===== src/ppmfd_pkg.sv =====
// Package for the PPM frame decoder: shared constants, register indexes
// and the command and status structs between controller and datapath.
// No dependencies.
`default_nettype none

package ppmfd_pkg;

  localparam int CHANNEL_COUNT_DEF = 8;
  localparam int MAX_EMIT          = 8;

  localparam int TS_W    = 16;
  localparam int CFG_W   = 16;
  localparam int CFG_A_W = 2;
  localparam int OUT_W   = 40;

  localparam logic [CFG_A_W-1:0] REG_SYNC_GAP_MIN    = 2'd0;
  localparam logic [CFG_A_W-1:0] REG_PULSE_WIDTH_MIN = 2'd1;
  localparam logic [CFG_A_W-1:0] REG_PULSE_WIDTH_MAX = 2'd2;

  localparam logic [CFG_W-1:0] SYNC_GAP_MIN_RST    = 16'd2100;
  localparam logic [CFG_W-1:0] PULSE_WIDTH_MIN_RST = 16'd950;
  localparam logic [CFG_W-1:0] PULSE_WIDTH_MAX_RST = 16'd2050;

  localparam logic [TS_W-1:0] STICK_LO   = 16'd900;
  localparam logic [TS_W-1:0] STICK_HI   = 16'd2100;
  localparam logic [TS_W-1:0] DEAD_LO    = 16'd1450;
  localparam logic [TS_W-1:0] DEAD_HI    = 16'd1550;
  localparam logic [TS_W-1:0] SW_LOW_LO  = 16'd950;
  localparam logic [TS_W-1:0] SW_LOW_HI  = 16'd1050;
  localparam logic [TS_W-1:0] SW_HIGH_LO = 16'd1950;
  localparam logic [TS_W-1:0] SW_HIGH_HI = 16'd2050;
  localparam logic signed [16:0] STICK_CENTER = 17'sd1500;

  // floor(a * 4096 / 125) == (a * STICK_K) >> STICK_SH for a below 600.
  localparam logic [22:0] STICK_K  = 23'd4294968;
  localparam int          STICK_SH = 17;

  localparam logic [1:0] SW_INVALID = 2'd0;
  localparam logic [1:0] SW_LOW     = 2'd1;
  localparam logic [1:0] SW_MID     = 2'd2;
  localparam logic [1:0] SW_HIGH    = 2'd3;

  typedef struct packed {
    logic edge_accept;
    logic emit_clear;
    logic emit_next;
    logic rd_en;
    logic mul_en;
    logic out_load;
  } ppmfd_cmd_t;

  typedef struct packed {
    logic frame_done;
    logic out_taken;
    logic emit_last;
  } ppmfd_status_t;

endpackage

`default_nettype wire


===== src/ppmfd_ctrl.sv =====
// Controller of the PPM frame decoder: takes edges and sequences the
// read, multiply, load and handshake steps of each channel result.
// Depends on ppmfd_pkg.
`default_nettype none

module ppmfd_ctrl (
  input  wire logic                     clk,
  input  wire logic                     rst_n,
  input  wire logic                     in_tvalid,
  output logic                          in_tready,
  input  wire ppmfd_pkg::ppmfd_status_t st,
  output ppmfd_pkg::ppmfd_cmd_t         cmd
);
  import ppmfd_pkg::*;

  typedef enum logic [2:0] {
    S_IDLE,
    S_READ,
    S_MUL,
    S_LOAD,
    S_WAIT
  } state_t;

  state_t state_r;
  state_t state_nxt;

  always_comb begin
    state_nxt = state_r;
    cmd       = '0;
    unique case (state_r)
      S_IDLE: begin
        if (in_tvalid) begin
          cmd.edge_accept = 1'b1;
          if (st.frame_done) begin
            cmd.emit_clear = 1'b1;
            state_nxt      = S_READ;
          end
        end
      end
      S_READ: begin
        cmd.rd_en = 1'b1;
        state_nxt = S_MUL;
      end
      S_MUL: begin
        cmd.mul_en = 1'b1;
        state_nxt  = S_LOAD;
      end
      S_LOAD: begin
        cmd.out_load = 1'b1;
        state_nxt    = S_WAIT;
      end
      S_WAIT: begin
        if (st.out_taken) begin
          if (st.emit_last) begin
            state_nxt = S_IDLE;
          end else begin
            cmd.emit_next = 1'b1;
            state_nxt     = S_READ;
          end
        end
      end
      default: state_nxt = S_IDLE;
    endcase
  end

  always_ff @(posedge clk) begin
    if (!rst_n) begin
      state_r <= S_IDLE;
    end else begin
      state_r <= state_nxt;
    end
  end

  assign in_tready = (state_r == S_IDLE);

endmodule

`default_nettype wire


===== src/ppmfd_dp.sv =====
// Datapath of the PPM frame decoder: configuration registers, interval
// tracking, the channel width store and the stick and switch mapping.
// Depends on ppmfd_pkg.
`default_nettype none

module ppmfd_dp #(
  parameter int CHANNEL_COUNT = ppmfd_pkg::CHANNEL_COUNT_DEF
) (
  input  wire logic                                   clk,
  input  wire logic                                   rst_n,
  input  wire logic                                   cfg_wr_en,
  input  wire logic [ppmfd_pkg::CFG_A_W-1:0]          cfg_index,
  input  wire logic [ppmfd_pkg::CFG_W-1:0]            cfg_wdata,
  input  wire logic [ppmfd_pkg::TS_W-1:0]             in_tdata,
  output logic                                        out_tvalid,
  input  wire logic                                   out_tready,
  output logic [ppmfd_pkg::OUT_W-1:0]                 out_tdata,
  output logic                                        out_tlast,
  input  wire ppmfd_pkg::ppmfd_cmd_t                  cmd,
  output ppmfd_pkg::ppmfd_status_t                    st
);
  import ppmfd_pkg::*;

  localparam int EMIT_N = (CHANNEL_COUNT < MAX_EMIT) ? CHANNEL_COUNT : MAX_EMIT;
  localparam int IDX_W  = (EMIT_N > 1) ? $clog2(EMIT_N) : 1;
  localparam int MEM_D  = 1 << IDX_W;
  localparam int CNT_W  = $clog2(CHANNEL_COUNT + 1);

  logic [CFG_W-1:0] sync_gap_min_r;
  logic [CFG_W-1:0] pulse_min_r;
  logic [CFG_W-1:0] pulse_max_r;

  logic [TS_W-1:0]  prev_ts_r;
  logic             armed_r;
  logic [CNT_W-1:0] count_r;
  logic [TS_W-1:0]  width_mem [MEM_D];

  logic [IDX_W-1:0] emit_idx_r;
  logic [TS_W-1:0]  width_r;
  logic [32:0]      prod_r;
  logic             stick_zero_r;
  logic             neg_r;

  logic             out_valid_r;
  logic [2:0]       out_ch_r;
  logic [TS_W-1:0]  out_width_r;
  logic [15:0]      out_stick_r;
  logic [1:0]       out_sw_r;
  logic             out_last_r;

  logic [TS_W-1:0]  delta;
  logic             is_sync;
  logic             in_win;
  logic             store;

  assign delta   = in_tdata - prev_ts_r;
  assign is_sync = (delta >= sync_gap_min_r);
  assign in_win  = (delta >= pulse_min_r) && (delta <= pulse_max_r);
  assign store   = !is_sync && armed_r && in_win;

  assign st.frame_done = store && (count_r == CNT_W'(CHANNEL_COUNT - 1));
  assign st.out_taken  = out_valid_r && out_tready;
  assign st.emit_last  = (emit_idx_r == IDX_W'(EMIT_N - 1));

  always_ff @(posedge clk) begin
    if (!rst_n) begin
      sync_gap_min_r <= SYNC_GAP_MIN_RST;
      pulse_min_r    <= PULSE_WIDTH_MIN_RST;
      pulse_max_r    <= PULSE_WIDTH_MAX_RST;
    end else if (cfg_wr_en) begin
      unique case (cfg_index)
        REG_SYNC_GAP_MIN:    sync_gap_min_r <= cfg_wdata;
        REG_PULSE_WIDTH_MIN: pulse_min_r    <= cfg_wdata;
        REG_PULSE_WIDTH_MAX: pulse_max_r    <= cfg_wdata;
        default: ;
      endcase
    end
  end

  always_ff @(posedge clk) begin
    if (!rst_n) begin
      prev_ts_r <= '0;
      armed_r   <= 1'b0;
      count_r   <= '0;
    end else if (cmd.edge_accept) begin
      prev_ts_r <= in_tdata;
      if (is_sync) begin
        armed_r <= 1'b1;
        count_r <= '0;
      end else if (armed_r && !in_win) begin
        armed_r <= 1'b0;
      end else if (store) begin
        if (st.frame_done) begin
          armed_r <= 1'b0;
          count_r <= '0;
        end else begin
          count_r <= count_r + 1'b1;
        end
      end
    end
  end

  always_ff @(posedge clk) begin
    if (cmd.edge_accept && store && (count_r < CNT_W'(EMIT_N))) begin
      width_mem[count_r[IDX_W-1:0]] <= delta;
    end
    if (cmd.rd_en) begin
      width_r <= width_mem[emit_idx_r];
    end
  end

  always_ff @(posedge clk) begin
    if (!rst_n) begin
      emit_idx_r <= '0;
    end else if (cmd.emit_clear) begin
      emit_idx_r <= '0;
    end else if (cmd.emit_next) begin
      emit_idx_r <= emit_idx_r + 1'b1;
    end
  end

  logic [2:0]         ch3;
  logic signed [16:0] dev;
  logic signed [16:0] dev_abs;
  logic [9:0]         dev_mag;
  logic               inv_ch;

  assign ch3     = 3'(emit_idx_r);
  assign dev     = $signed({1'b0, width_r}) - STICK_CENTER;
  assign dev_abs = dev[16] ? -dev : dev;
  assign dev_mag = dev_abs[9:0];
  assign inv_ch  = (ch3 == 3'd0) || (ch3 == 3'd3);

  always_ff @(posedge clk) begin
    if (cmd.mul_en) begin
      prod_r       <= 33'(dev_mag) * 33'(STICK_K);
      stick_zero_r <= ((width_r > DEAD_LO) && (width_r < DEAD_HI)) ||
                      !((width_r > STICK_LO) && (width_r < STICK_HI));
      neg_r        <= dev[16] ^ inv_ch;
    end
  end

  logic [14:0]        stick_q;
  logic signed [15:0] stick_val;
  logic [1:0]         sw_code;
  logic               three_pos;
  logic               sw_low;
  logic               sw_mid;
  logic               sw_high;

  assign stick_q   = prod_r[STICK_SH+14:STICK_SH];
  assign three_pos = (ch3 == 3'd5) || (ch3 == 3'd6);
  assign sw_low    = (width_r > SW_LOW_LO) && (width_r < SW_LOW_HI);
  assign sw_mid    = (width_r > DEAD_LO) && (width_r < DEAD_HI);
  assign sw_high   = (width_r > SW_HIGH_LO) && (width_r < SW_HIGH_HI);

  always_comb begin
    if (stick_zero_r) begin
      stick_val = '0;
    end else if (neg_r) begin
      stick_val = -$signed({1'b0, stick_q});
    end else begin
      stick_val = $signed({1'b0, stick_q});
    end
  end

  always_comb begin
    priority if (sw_low) begin
      sw_code = SW_LOW;
    end else if (three_pos && sw_mid) begin
      sw_code = SW_MID;
    end else if (sw_high) begin
      sw_code = three_pos ? SW_HIGH : SW_MID;
    end else begin
      sw_code = SW_INVALID;
    end
  end

  always_ff @(posedge clk) begin
    if (!rst_n) begin
      out_valid_r <= 1'b0;
    end else if (cmd.out_load) begin
      out_valid_r <= 1'b1;
    end else if (st.out_taken) begin
      out_valid_r <= 1'b0;
    end
  end

  always_ff @(posedge clk) begin
    if (cmd.out_load) begin
      out_ch_r    <= ch3;
      out_width_r <= width_r;
      out_stick_r <= (ch3 < 3'd4) ? stick_val : 16'sd0;
      out_sw_r    <= (ch3 < 3'd4) ? SW_INVALID : sw_code;
      out_last_r  <= st.emit_last;
    end
  end

  assign out_tvalid = out_valid_r;
  assign out_tlast  = out_last_r;
  assign out_tdata  = {3'b000, out_sw_r, out_stick_r, out_width_r, out_ch_r};

  a_count_range: assert property (@(posedge clk) disable iff (!rst_n)
    count_r < CNT_W'(CHANNEL_COUNT))
    else $error("channel count reached the frame length");

  a_frame_close: assert property (@(posedge clk) disable iff (!rst_n)
    cmd.edge_accept && st.frame_done |=> !armed_r && (count_r == '0))
    else $error("frame not closed after its last pulse");

  a_sync_arms: assert property (@(posedge clk) disable iff (!rst_n)
    cmd.edge_accept && is_sync |=> armed_r && (count_r == '0))
    else $error("sync gap did not arm the frame");

  a_no_edge_while_out: assert property (@(posedge clk) disable iff (!rst_n)
    out_valid_r |-> !cmd.edge_accept)
    else $error("edge taken while a result is pending");

endmodule

`default_nettype wire


===== src/ppm_frame_decoder_stick_map.sv =====
// PPM frame decoder with stick and switch mapping. An edge is accepted
// whenever the controller is idle. The edge that completes a frame
// starts the emission of min(CHANNEL_COUNT, 8) results, each taking the
// steps width store read, multiply for the stick scaling, output load and
// handshake, so a frame end holds the input while the results drain.
// Configuration writes are registered.
// Depends on ppmfd_pkg, ppmfd_ctrl and ppmfd_dp.
`default_nettype none

module ppm_frame_decoder_stick_map #(
  parameter int CHANNEL_COUNT = ppmfd_pkg::CHANNEL_COUNT_DEF
) (
  input  wire logic                          clk,
  input  wire logic                          rst_n,
  input  wire logic                          cfg_wr_en,
  input  wire logic [ppmfd_pkg::CFG_A_W-1:0] cfg_index,
  input  wire logic [ppmfd_pkg::CFG_W-1:0]   cfg_wdata,
  input  wire logic                          in_tvalid,
  output logic                               in_tready,
  // [15:0] edge_timestamp
  input  wire logic [ppmfd_pkg::TS_W-1:0]    in_tdata,
  output logic                               out_tvalid,
  input  wire logic                          out_tready,
  // [2:0] channel_index, [18:3] pulse_width, [34:19] stick_value,
  // [36:35] switch_position, [39:37] zero
  output logic [ppmfd_pkg::OUT_W-1:0]        out_tdata,
  output logic                               out_tlast
);
  import ppmfd_pkg::*;

  ppmfd_cmd_t    cmd;
  ppmfd_status_t st;

  ppmfd_ctrl u_ctrl (
    .clk       (clk),
    .rst_n     (rst_n),
    .in_tvalid (in_tvalid),
    .in_tready (in_tready),
    .st        (st),
    .cmd       (cmd)
  );

  ppmfd_dp #(
    .CHANNEL_COUNT (CHANNEL_COUNT)
  ) u_dp (
    .clk        (clk),
    .rst_n      (rst_n),
    .cfg_wr_en  (cfg_wr_en),
    .cfg_index  (cfg_index),
    .cfg_wdata  (cfg_wdata),
    .in_tdata   (in_tdata),
    .out_tvalid (out_tvalid),
    .out_tready (out_tready),
    .out_tdata  (out_tdata),
    .out_tlast  (out_tlast),
    .cmd        (cmd),
    .st         (st)
  );

endmodule

`default_nettype wire


===== config.mk =====
export PLATFORM = sky130hd
export DESIGN_NAME = ppm_frame_decoder_stick_map
export DESIGN_NICKNAME = d
export VERILOG_FILES = /design/src/ppmfd_pkg.sv /design/src/ppmfd_ctrl.sv /design/src/ppmfd_dp.sv /design/src/ppm_frame_decoder_stick_map.sv
export SDC_FILE = /design/constraint.sdc
export NUM_CORES = 1
export LEC_CHECK = 0
export ABC_AREA = 1
export ABC_CLOCK_PERIOD_IN_PS = 5220
export BUFFER_PORTS_ARGS = -buffer_cell sky130_fd_sc_hd__buf_4
export CORE_UTILIZATION = 55
export CTS_CLUSTER_DIAMETER = 50
export DETAILED_ROUTE_END_ITERATION = 6
export HOLD_SLACK_MARGIN = 0.15
export PLACE_DENSITY_LB_ADDON = 0.25
export SLEW_MARGIN = 20
export SYNTH_ARGS = -nofsm -noshare
export SYNTH_HDL_FRONTEND = slang
export SYNTH_SLANG_ARGS = --single-unit

===== constraint.sdc =====
create_clock -name clk -period 5.22 [get_ports clk]
set_input_delay 0.522 -clock clk [delete_from_list [all_inputs] [get_ports clk]]
set_output_delay 0.522 -clock clk [all_outputs]
set_load 0.01 [all_outputs]

# [Word level (Yosys, flattened, before mapping)]
# Memory sizes are Yosys's and may differ from the RTL's. A register that Yosys moved wholly into a read port is not among the register bits.
# Cells that the tools add are included.
[totals] latch_bits=0 ram_bits=128 n_memories=1 register_bits=145 inputBits=39 wordCells=127 romBits=0
[mem_list] memory="u_dp.width_mem" depth=8 word_bits=16 read_ports=1 rd_clocked_by_memory_dff=1 wr=1 line_no="ppmfd_dp.sv:36" text="logic [TS_W-1:0] width_mem [MEM_D];"
[op_classes] order_cmp=13 multipliers=1 div_mod_pow=0 bitwise=4 n_addsub=6 n_mux=32 shifts=0 n_reduce_logical=36 n_eq_ne=15
[op_table] cell="greater-or-equal comparator 16 bit" count=2
[op_table] cell="greater-than comparator 16 x 10 -> 1 bit, second input constant" count=2
[op_table] cell="greater-than comparator 16 x 11 -> 1 bit, second input constant" count=2
[op_table] cell="less-than comparator 16 x 11 -> 1 bit, second input constant" count=2
[op_table] cell="less-than comparator 16 x 12 -> 1 bit, second input constant" count=2
[op_table] cell="multiplier 10 x 20 -> 29 bit, second input constant" count=1
[op_table] cell="two-way mux 1 bit" count=18
[op_table] cell="subtractor 16 x 11 -> 17 bit, second input constant" count=1
[op_table] cell="less-or-equal comparator 16 bit" count=1
[op_table] cell="two-way mux 4 bit" count=4
[op_table] cell="negation 15 -> 16 bit" count=1
[op_table] cell="subtractor 16 bit" count=1
[op_table] cell="two-way mux 15 bit" count=1
[op_table] cell="one-hot mux 3 bit (5 select lines)" count=1
[op_table] cell="logical AND 1 bit" count=13
[op_table] cell="equality test 3 bit, second input constant" count=4
[op_table] cell="two-way mux 10 bit" count=1
[op_table] cell="negation 10 bit" count=1
[op_table] cell="equality test 3 x 2 -> 1 bit, second input constant" count=3
[op_table] cell="two-way mux 3 bit" count=3
[op_table] cell="AND reduction 3 bit" count=3
[op_table] cell="two-way mux 2 bit" count=4
[op_table] cell="zero test 3 bit" count=2
[op_table] cell="AND reduction 2 bit" count=3
[op_table] cell="other kinds (19)" count=31

# [Depth between registers and ports, before layout]
# Gate-level depths: netlist of run 1.
[depth] word_depth=13 mapped_depth=34 mapped_depth_nobuf=33

# [Hierarchy]
# From an unflattened synthesis of run 1, not the netlist that was laid out.
[unflattened] hier_cells=1773 hier_area_um2=16209.3
[modules_own_cells] module="ppmfd_dp" instances=1 area_each_um2=16006.6 cells_per_inst=1741 seq_area_each_um2=7437.1
[modules_own_cells] module="ppmfd_ctrl" instances=1 area_each_um2=202.7 cells_per_inst=32 seq_area_each_um2=60.1

# [Least setup slack after synthesis of run 1]
# Ideal clock, no wire load.
[synth_timing] path_kind="reg-to-reg" from="register u_dp.width_r[2] (read register of u_dp.width_mem)" to="register u_dp.prod_r[30] (data pin)" setup_slack_ns=-0.421 setup_ns=0.267 period_less_slack_ns=5.641 arrival_time_ns=5.373 t_required_ns=4.953 stages_incl_launch_ff=26 cell_sequence="edfxtp_1 > ha_1 > nand2_2 > nand2_1 > xor2_1 > inv_1 > nand2_1 > o21ai_0 > xnor2_1 > inv_1 > fa_1 > inv_1 > fa_1 > fa_1 > inv_1 > fa_1 > ha_1 > ha_1 > a21o_1 > a31oi_1 > o21ai_0 > a21oi_1 > nand2_2 > nand2_2 > nand2_2 > xnor2_1"
[synth_between] elab_chain_len=4
[synth_rtl] element="start, declared" line_no="ppmfd_dp.sv:39" text="logic [TS_W-1:0] width_r;"
[synth_rtl] element="subtractor 16 x 11 -> 17 bit (*)" line_no="ppmfd_dp.sv:129" text="assign dev = $signed({1'b0, width_r}) - STICK_CENTER;"
[synth_rtl] element="negation 10 bit" line_no="ppmfd_dp.sv:130" text="assign dev_abs = dev[16] ? -dev : dev;"
[synth_rtl] element="two-way mux 10 bit (*)" line_no="ppmfd_dp.sv:130"
[synth_rtl] element="multiplier 10 x 20 -> 29 bit (*)" line_no="ppmfd_dp.sv:136" text="prod_r <= 33'(dev_mag) * 33'(STICK_K);"
[synth_rtl] element="end signal, assigned" line_no="ppmfd_dp.sv:136"
[synth_rtl] element="end, declared" line_no="ppmfd_dp.sv:40" text="logic [32:0] prod_r;"
# Every way passes the cells marked *; elsewhere a longest branch is shown, timed or not.
# A chain may end at the register's enable or synchronous reset.

# [Worst setup path after layout of run 1]
[layout_timing] from="register u_dp.width_r[2] (read register of u_dp.width_mem)" to="register u_dp.prod_r[31] (data pin)"
# Same word-level chain as after synthesis.

==> impl_metrics.tcl, run 1 <==
set metrics [dict create \
    final_hold_viol_count 0 \
    holdPathStages 3 \
    yosys.area_share.xor_xnor_pct 2.10 \
    rsz0062_at_grt "yes" \
    final_cell_mix "inv_1, buf_4, nor2_1" \
    power.leakage_nw 8.60 \
    first_global_vias 13000 \
    mostFrequentLayoutCell "inv_1" \
    syn_area_sq_um 16200 \
    drv_slew 0 \
    violations "negative setup slack" \
    die_width_um 173 \
    synthAdderAreaFrac_pct 16.6 \
    final_antenna_net_count 0 \
    setup-violations-final 15 \
    drt-initial-drc-count 880 \
    grt_max_degree 69 \
    met1_usage_pct 33.4 \
    cp_max_fo 3 \
    r2r_slack_ns -0.36 \
    power.density_nw_per_um2 520 \
    pin_count 82 \
    maxCapViolCount 0 \
    holdCritStartpoint "cfg_wdata[7]" \
    insertion_delay_ns 0.51 \
    port_buffers 78 \
    rr_worst_depth 33 \
    reg2reg_to "u_dp.prod_r[31]" \
    cp-end-kind "flip-flop" \
    antennaDiodeCount 0 \
    synth_top_family_by_area "adder cells" \
    cts_sinks 275 \
    ys_types 49 \
    synth.area.top_cells "edfxtp_1, ha_1, dfxtp_1" \
    slew_headroom_pct 20.0 \
    ys_async_sr_fraction_pct 0 \
    grt_pass1_wl_um 64900 \
    outcome "finished, violations left" \
    area_growth_syn_to_layout_pct 23.1 \
    avgSynthCellArea_sq_um 9.20 \
    cts-buffers-inserted 35 \
    worstHoldEndpoint "u_dp.pulse_min_r[7]" \
    dieArea_sq_um 30100 \
    startpoint "u_dp.width_r[2]" \
    crit_path_max_incr_delay_ns 0.54 \
    grt-ovfl-total 0 \
    coreArea_sq_um 28800 \
    tritoncts "done" \
    viasPerCell 5.49 \
    gp_congestion 0.959 \
    die_y_um 173 \
    critPathKind "reg -> reg" \
    rows 62 \
    cp-start-kind "flip-flop" \
    tightest_slew_ns 1.19 \
    antenna_found_initial 0 \
    cts_max_path_buffers 3 \
    ys_warn_count 0 \
    clkTransAtPathRegs_ns 0.06 \
    wl_per_cell_um 17.1 \
    drcViolationCount 0 \
    stdcell_area_sq_um 19900 \
    wl_um 40900 \
    timing.final.crit_share_pct 107 \
    place_area_sq_um 18200 \
    hold_class "in -> reg" \
    clock.fmax_ghz 0.179 \
    setup_tns_ns -3.13 \
    synth-simple-area-share_pct 14.6 \
    yosys.area.top_type "edfxtp_1" \
    synth_seq_cells 275 \
    first_pass_iters 5 \
    synth_edf_count 199 \
    grt_use_total_pct 27.1 \
    ys_seq_area_share_pct 46.4 \
    root_buffer "clkbuf_16" \
    nNetsFinal 2212 \
    ys.flop_type "edfxtp_1" \
    dpl.hpwl_um 29300 \
    r2r_start "u_dp.width_r[2]" \
    met2_usage_pct 48.8 \
    period_minus_slack_ns 5.58 \
    crit_path_top_delay_cell "fa_2" \
    grt-busiest-layer "met2" \
    use_met3_pct 2.96 \
    drive_gt1_share_pct 20.1 \
    cts_htree_levels 2 \
    synth-compound-area-share_pct 13.1 \
    max-vdd-ir-drop_mv 0.476 \
    required_ns 5.46 \
    synth_mux_area_share_pct 0 \
    initial_utilization_pct 56.2 \
    crit_arrival_ns 5.83 \
    vias 13100 \
    fin_skew_ns 0.0292 \
    total_power_mw 10.3 \
    netlist.area_leader.share_pct 37.0 \
    setup_ws_ns -0.365 \
    syn_inst 1757 \
]
[report_power, final]
part / switching [mW] / total, mW / internal [mW]
Clock: 0.929 / 2.30 / 1.37
Sequential: 0.0411 / 2.62 / 2.58
Combinational: 3.11 / 5.43 / 2.31
Total: 4.08 / 10.3 / 6.26
[repair_timing]
item,in CTS,in global routing
hold buffers,0,0
resized for setup,42,49
setup endpoints to repair,15,110
setup buffers,10,11
pin swaps,31,26
[per-stage QoR]
step	util, %	hold WS [ns]	std cells	setup WS, ns
floorplan	-	0.421	1759	-0.0868
global placement	63.2	0.445	2303	-0.101
detailed placement	63.2	0.452	2303	-0.293
CTS	68.2	0.231	2377	-0.227
global route	69.1	0.241	2388	-0.606
finish	69.1	0.249	2388	-0.365
[how the worst max path moves through the flow]
stage                           end  cells past startpoint
floorplan           u_dp.prod_r[31]                     33
global placement    u_dp.prod_r[31]                     33
detailed placement  u_dp.prod_r[31]                     33
CTS                 u_dp.prod_r[31]                     33
global route        u_dp.prod_r[31]                     33
finish              u_dp.prod_r[31]                     33
[cell usage after synthesis (8+ instances only)]
cell / count
a21o_1: 10
a21oi_1: 130
a31oi_1: 29
clkbuf_1: 39
dfxtp_1: 76
edfxtp_1: 199
fa_1: 30
ha_1: 166
inv_1: 248
nand2_1: 200
nand2_2: 13
nand3_1: 54
nand4_1: 14
nor2_1: 229
nor3_1: 18
o211ai_1: 14
o21ai_0: 162
o22ai_1: 18
xnor2_1: 8
xor2_1: 27
[metal layers]
| layer | wire length, um | up-vias |
|---|---|---|
| met5 | 0 | - |
| met4 | 1280 | 0 |
| met3 | 2180 | 75 |
| met2 | 20600 | 428 |
| met1 | 16900 | 6212 |
| li1 | - | 6407 |
[flip-flops by register name (all words and copies together) (netlist names)]
name and flops:
u_dp.out_width_r 16, u_dp.pulse_max_r 16, u_dp.out_tvalid 1, u_dp.width_mem 128
u_dp.count_r 4, u_ctrl.state_r 3, u_dp.ch3 3, u_dp.out_sw_r 2
u_dp.out_ch_r 3, u_dp.stick_zero_r 1, u_dp.prev_ts_r 16, u_dp.prod_r 15
u_dp.sync_gap_min_r 16, u_dp.width_r 16, u_dp.out_tlast 1, u_dp.armed_r 1
u_dp.out_stick_r 16, u_dp.neg_r 1, u_dp.pulse_min_r 16
[final cells by class]
type | count | area [sq um]
clock inverters | 19 | 174
clock buffers | 45 | 955
flip-flops and latches | 275 | 7500
repair buffers | 228 | 1770
multi-input cells | 1178 | 8050
fillers | 2163 | 8880
well taps | 384 | 480
inverters | 259 | 975
[cells by family (layout without fill, tap and decap cells)]
| family | Yosys count | count (layout) |
|---|---|---|
| AO/OA/AOI/OAI | 386 | 386 |
| XOR/XNOR | 37 | 37 |
| adder cells (fa/ha/maj) | 196 | 196 |
| buffers and inverters | 306 | 551 |
| flip-flops | 275 | 275 |
| other | 1 | 3 |
| AND/OR/NAND/NOR | 556 | 556 |
[worst max-delay path: cells and delay by family, from the launching register on]
family                   cells  cell delay (ns)
XOR/XNOR                     1             0.16
AND/OR/NAND/NOR             19             1.65
buffers and inverters        6             0.31
adder cells (fa/ha/maj)      7             2.74
flip-flops                   1             0.45
Power figures use the tool's default switching activity.
==> run 2, diff against run 1 <==
ABC_CLOCK_PERIOD_IN_PS = 4900   (was 5220)
CORE_MARGIN = 1.5   (was not set)
clock period = 4.9 ns   (was 5.22 ns; I/O delays follow)
==> run 2 against run 1 <==
Effect of this change: the flow still finishes with violations (negative setup slack); sequential power grew 6%; clock power increased by 11%; first-iteration DRC count increased by 3.9%; via count is 0.78% higher; total power increased by 12%; flip-flop and latch count unchanged; register-to-register slack worse by 0.37 ns; cell count grew 1.1%; critical path type unchanged; largest power group unchanged.
==> impl_metrics.tcl, run 2 (synthesis results as in run 1) <==
set metrics [dict create \
    r2r_slack_ns -0.73 \
    nNetsFinal 2241 \
    die_width_um 174 \
    cp-start-kind "flip-flop" \
    p_int_mw 7.08 \
    path_delay_family "adder cells" \
    pre_cts_ws_ns -0.578 \
    switching_share_pct 39.0 \
    fin_skew_ns 0.0335 \
    antennaDiodeCount 0 \
    path_buf_inv 9 \
    largest_reg_flops 128 \
    crit_arrival_ns 5.88 \
    hold_class "in -> reg" \
    first_global_vias 13100 \
    clock.fmax_ghz 0.178 \
    power.leakage_nw 8.79 \
    crit_path_max_incr_delay_ns 0.56 \
    holdPathStages 3 \
    required_ns 5.15 \
    final_antenna_net_count 0 \
    wl_met1_um 17200 \
    vias 13200 \
    port_buffers 78 \
    total_power_mw 11.6 \
    clockPowerShare_pct 22.1 \
    wl_um 41700 \
    drv_slew 0 \
    coreArea_sq_um 28800 \
    antenna_found_initial 0 \
    dr.max_layer_used "met4" \
    grt_max_degree 69 \
    final_cell_mix "buf_4, inv_1, nor2_1" \
    cts-buffers-inserted 34 \
    fin_cells 2415 \
    cts.hold.buffers_added 0 \
    cp_num_cells 28 \
    dieArea_sq_um 30400 \
    cts_htree_levels 2 \
    period_minus_slack_ns 5.63 \
    startpoint "u_dp.width_r[3]" \
    rsz0062_at_grt "yes" \
    tritoncts "done" \
    placed_cells 2334 \
    slew_headroom_pct 25.5 \
    drcViolationCount 0 \
    cts_sinks 275 \
    cp_max_fo 4 \
    root_buffer "clkbuf_16" \
    wl_per_cell_um 17.3 \
    mostFrequentLayoutCell "buf_4" \
    gp_congestion 0.920 \
    clkTransAtPathRegs_ns 0.06 \
    drt-initial-drc-count 914 \
    outcome "finished, violations left" \
    first_pass_iters 5 \
    crit_path_top_delay_cell "fa_1" \
    timing.final.crit_share_pct 115 \
    holdCritStartpoint "cfg_wdata[1]" \
    rows 62 \
    place_area_sq_um 18500 \
    die_y_um 174 \
    violations "negative setup slack" \
    grt_use_total_pct 27.7 \
    dpl.hpwl_um 30500 \
    max-vdd-ir-drop_mv 0.589 \
    maxCapViolCount 0 \
    setup-violations-final 15 \
    crit_top_cell "inv_2" \
    stdcell_area_sq_um 20200 \
    area_growth_syn_to_layout_pct 25.1 \
    power.density_nw_per_um2 573 \
    wl_met2_um 20100 \
    switchingPower_mw 4.52 \
    grt-ovfl-total 0 \
    grt_pass1_wl_um 66500 \
    setup_ws_ns -0.730 \
    critPathKind "reg -> reg" \
    cts_max_path_buffers 3 \
    final_util_pct 70.3 \
    r2r_start "u_dp.width_r[3]" \
    insertion_delay_ns 0.53 \
    viasPerCell 5.48 \
    drive_gt1_share_pct 21.8 \
    wl_met3_um 2600 \
    final_hold_viol_count 0 \
    pin_count 82 \
    setup_tns_ns -9.26 \
    initial_utilization_pct 56.2 \
    nFillCells 2192 \
    seq_power_share_pct 24.0 \
    cp-end-kind "flip-flop" \
    hold_ws_ns 0.214 \
    pwr-share-comb_pct 53.9 \
    rr_worst_depth 28 \
    tightest_slew_ns 1.11 \
]
==> run 2: cell count changes in the layout (fill, tap and decap cells not counted), sizes merged <==
cell,previous run,this run
clkinv,16,13
clkinvlp,2,1
bufinv,1,4
buf,228,258
clkbuf,45,43
==> run 2: worst register-to-register path: cells and delay by family (launching register included) <==
family	cells	cell delay, ns
fa+ha+maj	7	2.79
xor+xnor	3	0.46
simple gates	5	0.38
flops	1	0.48
buf+inv	9	0.74
compound gates	4	0.52
==> run 2: power by group through the flow <==
stage | sequential (mW) | combinational [mW] | clock [mW]
floorplan | 2.83 | 2.93 | 0
global placement | 2.83 | 4.87 | 0
detailed placement | 2.84 | 4.92 | 0
CTS | 2.79 | 5.61 | 2.59
global route | 2.80 | 6.87 | 2.69
finish | 2.79 | 6.25 | 2.56
==> run 2: cell type report <==
type                    instances  area [sq um]  share of cell area [%]
clock buffers                  43           915                    4.52
clock inverters                18           249                    1.23
inverters                     259           977                    4.83
multi-input cells            1178          8060                    39.8
flip-flops and latches        275          7500                    37.1
well taps                     384           480                    2.37
repair buffers                258          2050                    10.1
==> run 2: repair_timing <==
| item | 4_1_cts | 5_1_grt |
|---|---|---|
| resized for setup | 46 | 56 |
| setup buffers | 10 | 14 |
| pin swaps | 30 | 52 |
| endpoints found under the setup margin | 15 | 143 |
==> run 2: path summary, 6_finish.rpt <==
kind	endpoint
hold / removal	u_dp.pulse_max_r[1]
hold reg to reg	u_dp.prev_ts_r[14]
setup reg to reg	u_dp.prod_r[25]
setup / recovery	u_dp.prod_r[25]
==> run 2: layer usage <==
layer | global-route usage [%] | vias to the layer above
li1 | - | 6458
met1 | 34.4 | 6244
met2 | 47.5 | 422
met3 | 4.55 | 101
met4 | 12.6 | 0
met5 | 0 | -
==> run 3, diff against run 2 <==
CORE_UTILIZATION = 56   (was 55)
==> run 3 against run 2 <==
Effect of this change: the run still ends with negative setup slack left; sequential share of layout area up 0.29 points; global-route usage down 0.24 points; utilization about the same; flip-flop and latch count unchanged; first-iteration DRC count up 15%; routed wire length down 0.88%.
==> impl_metrics.tcl, run 3 (synthesis results as in run 1) <==
set metrics [dict create \
    crit_arrival_ns 5.77 \
    cts-buffers-inserted 36 \
    tightest_slew_ns 1.10 \
    hold_class "in -> reg" \
    pre_cts_ws_ns -0.607 \
    coreArea_sq_um 28500 \
    root_buffer "clkbuf_16" \
    wl_per_cell_um 17.1 \
    drv_slew 0 \
    tritoncts "done" \
    power.leakage_nw 8.78 \
    maxCapViolCount 0 \
    drive_gt1_share_pct 20.2 \
    period_minus_slack_ns 5.51 \
    insertion_delay_ns 0.53 \
    outcome "finished, violations left" \
    mostFrequentLayoutCell "buf_4" \
    cp_max_fo 4 \
    first_global_vias 13000 \
    nFillCells 2183 \
    multi_input_area_sq_um 7880 \
    cts_htree_levels 2 \
    violations "negative setup slack" \
    rsz0062_at_grt "yes" \
    cts_sinks 275 \
    required_ns 5.16 \
    cp-end-kind "flip-flop" \
    clkTransAtPathRegs_ns 0.06 \
    cp-start-kind "flip-flop" \
    wl_um 41300 \
    timing.final.crit_share_pct 112 \
    crit_path_max_incr_delay_ns 0.54 \
    nNetsFinal 2246 \
    max-vdd-ir-drop_mv 0.554 \
    pin_count 82 \
    die_width_um 173 \
    crit_top_cell "nand2_1" \
    initial_utilization_pct 56.6 \
    power.density_nw_per_um2 556 \
    port_buffers 78 \
    grt_max_degree 69 \
    cts_max_path_buffers 3 \
    drcViolationCount 0 \
    clock.fmax_ghz 0.182 \
    slew_headroom_pct 26.3 \
    regArea_sq_um 7500 \
    final_hold_viol_count 0 \
    drt-initial-drc-count 1047 \
    dpl.hpwl_um 30000 \
    setup-violations-final 15 \
    stdcell_area_sq_um 20100 \
    grt_pass1_wl_um 65200 \
    vias 13300 \
    grt_use_total_pct 27.5 \
    area_growth_syn_to_layout_pct 24.2 \
    viasPerCell 5.49 \
    first_pass_iters 5 \
    final_antenna_net_count 0 \
    grt-ovfl-total 0 \
    final_cell_mix "buf_4, inv_1, nor2_1" \
    setup_ws_ns -0.608 \
    rows 62 \
    die_y_um 173 \
    antenna_found_initial 1 \
    antennaDiodeCount 0 \
    gp_congestion 0.941 \
    crit_path_top_delay_cell "fa_2" \
    fin_skew_ns 0.0272 \
    cts.hold.buffers_added 0 \
    place_area_sq_um 18600 \
    path_delay_family "adder cells" \
    setup_tns_ns -7.70 \
    dieArea_sq_um 29900 \
    largest_reg_flops 128 \
    critPathKind "reg -> reg" \
    path_buf_inv 6 \
]
run 3: cell count changes in the layout (fill, tap and decap cells not counted), sizes merged:
cell	change
clkinv	+1
inv	+4
buf	+3
clkinvlp	+1
bufinv	-1
run 3: final timing paths:
| path | startpoint | end | slack (ns) | cells after the start |
|---|---|---|---|---|
| min reg2reg | u_dp.prev_ts_r[11] | u_dp.prev_ts_r[11] | 0.46 | 2 |
| max | u_dp.width_r[3] | u_dp.prod_r[25] | -0.61 | 28 |
| max reg2reg | u_dp.width_r[3] | u_dp.prod_r[25] | -0.61 | 28 |
| min | cfg_wdata[9] | u_dp.pulse_min_r[9] | 0.20 | 3 |
run 3: through the flow:
step	utilization [%]	power (mW)	hold slack (ns)	instances
floorplan	-	5.76	0.421	1759
global placement	65.0	7.63	0.444	2347
detailed placement	65.0	7.76	0.451	2347
CTS	69.7	10.7	0.193	2418
global route	70.3	11.8	0.206	2423
finish	70.3	11.2	0.203	2423
run 3: timing repair:
item / 4_1_cts / 5_1_grt
pin swaps: 11 / 6
endpoints found under the hold margin: 0 / 0
gates cloned: 0 / 0
resized for setup: 28 / 27
endpoints found under the setup margin: 15 / 15
buffers inserted: 5 / 4
run 3: per-layer routing:
layer | vias to the layer above | track usage (%) | part of all wire (%)
li1 | 6495 | - | -
met1 | 6268 | 36.6 | 44
met2 | 442 | 46.0 | 47
met3 | 91 | 3.61 | 5.8
met4 | 2 | 10.5 | 3.1
met5 | - | 0 | 0.029
run 3: layout make-up:
type	count	area share [%]
clock inverter	23	1.28
tap	384	2.39
multi-input combinational	1178	39.2
timing repair buffer	261	10.3
sequential	275	37.4
clock buffer	43	4.62
inverter	259	4.86
run 3: power breakdown:
part | total, mW | switching (mW) | internal [mW]
registers | 2.79 | 0.0437 | 2.75
clock network | 2.60 | 1.05 | 1.55
logic | 5.78 | 3.30 | 2.48
total | 11.2 | 4.39 | 6.78
run 3: worst reg2reg max path, delay by kind of cell (launching register included):
kind                     cells  cell delay (ns)
adder cells (fa/ha/maj)      7             2.72
AND/OR/NAND/NOR              9             0.73
AO/OA/AOI/OAI                4             0.58
flip-flops                   1             0.47
buffers and inverters        6             0.46
XOR/XNOR                     2             0.30
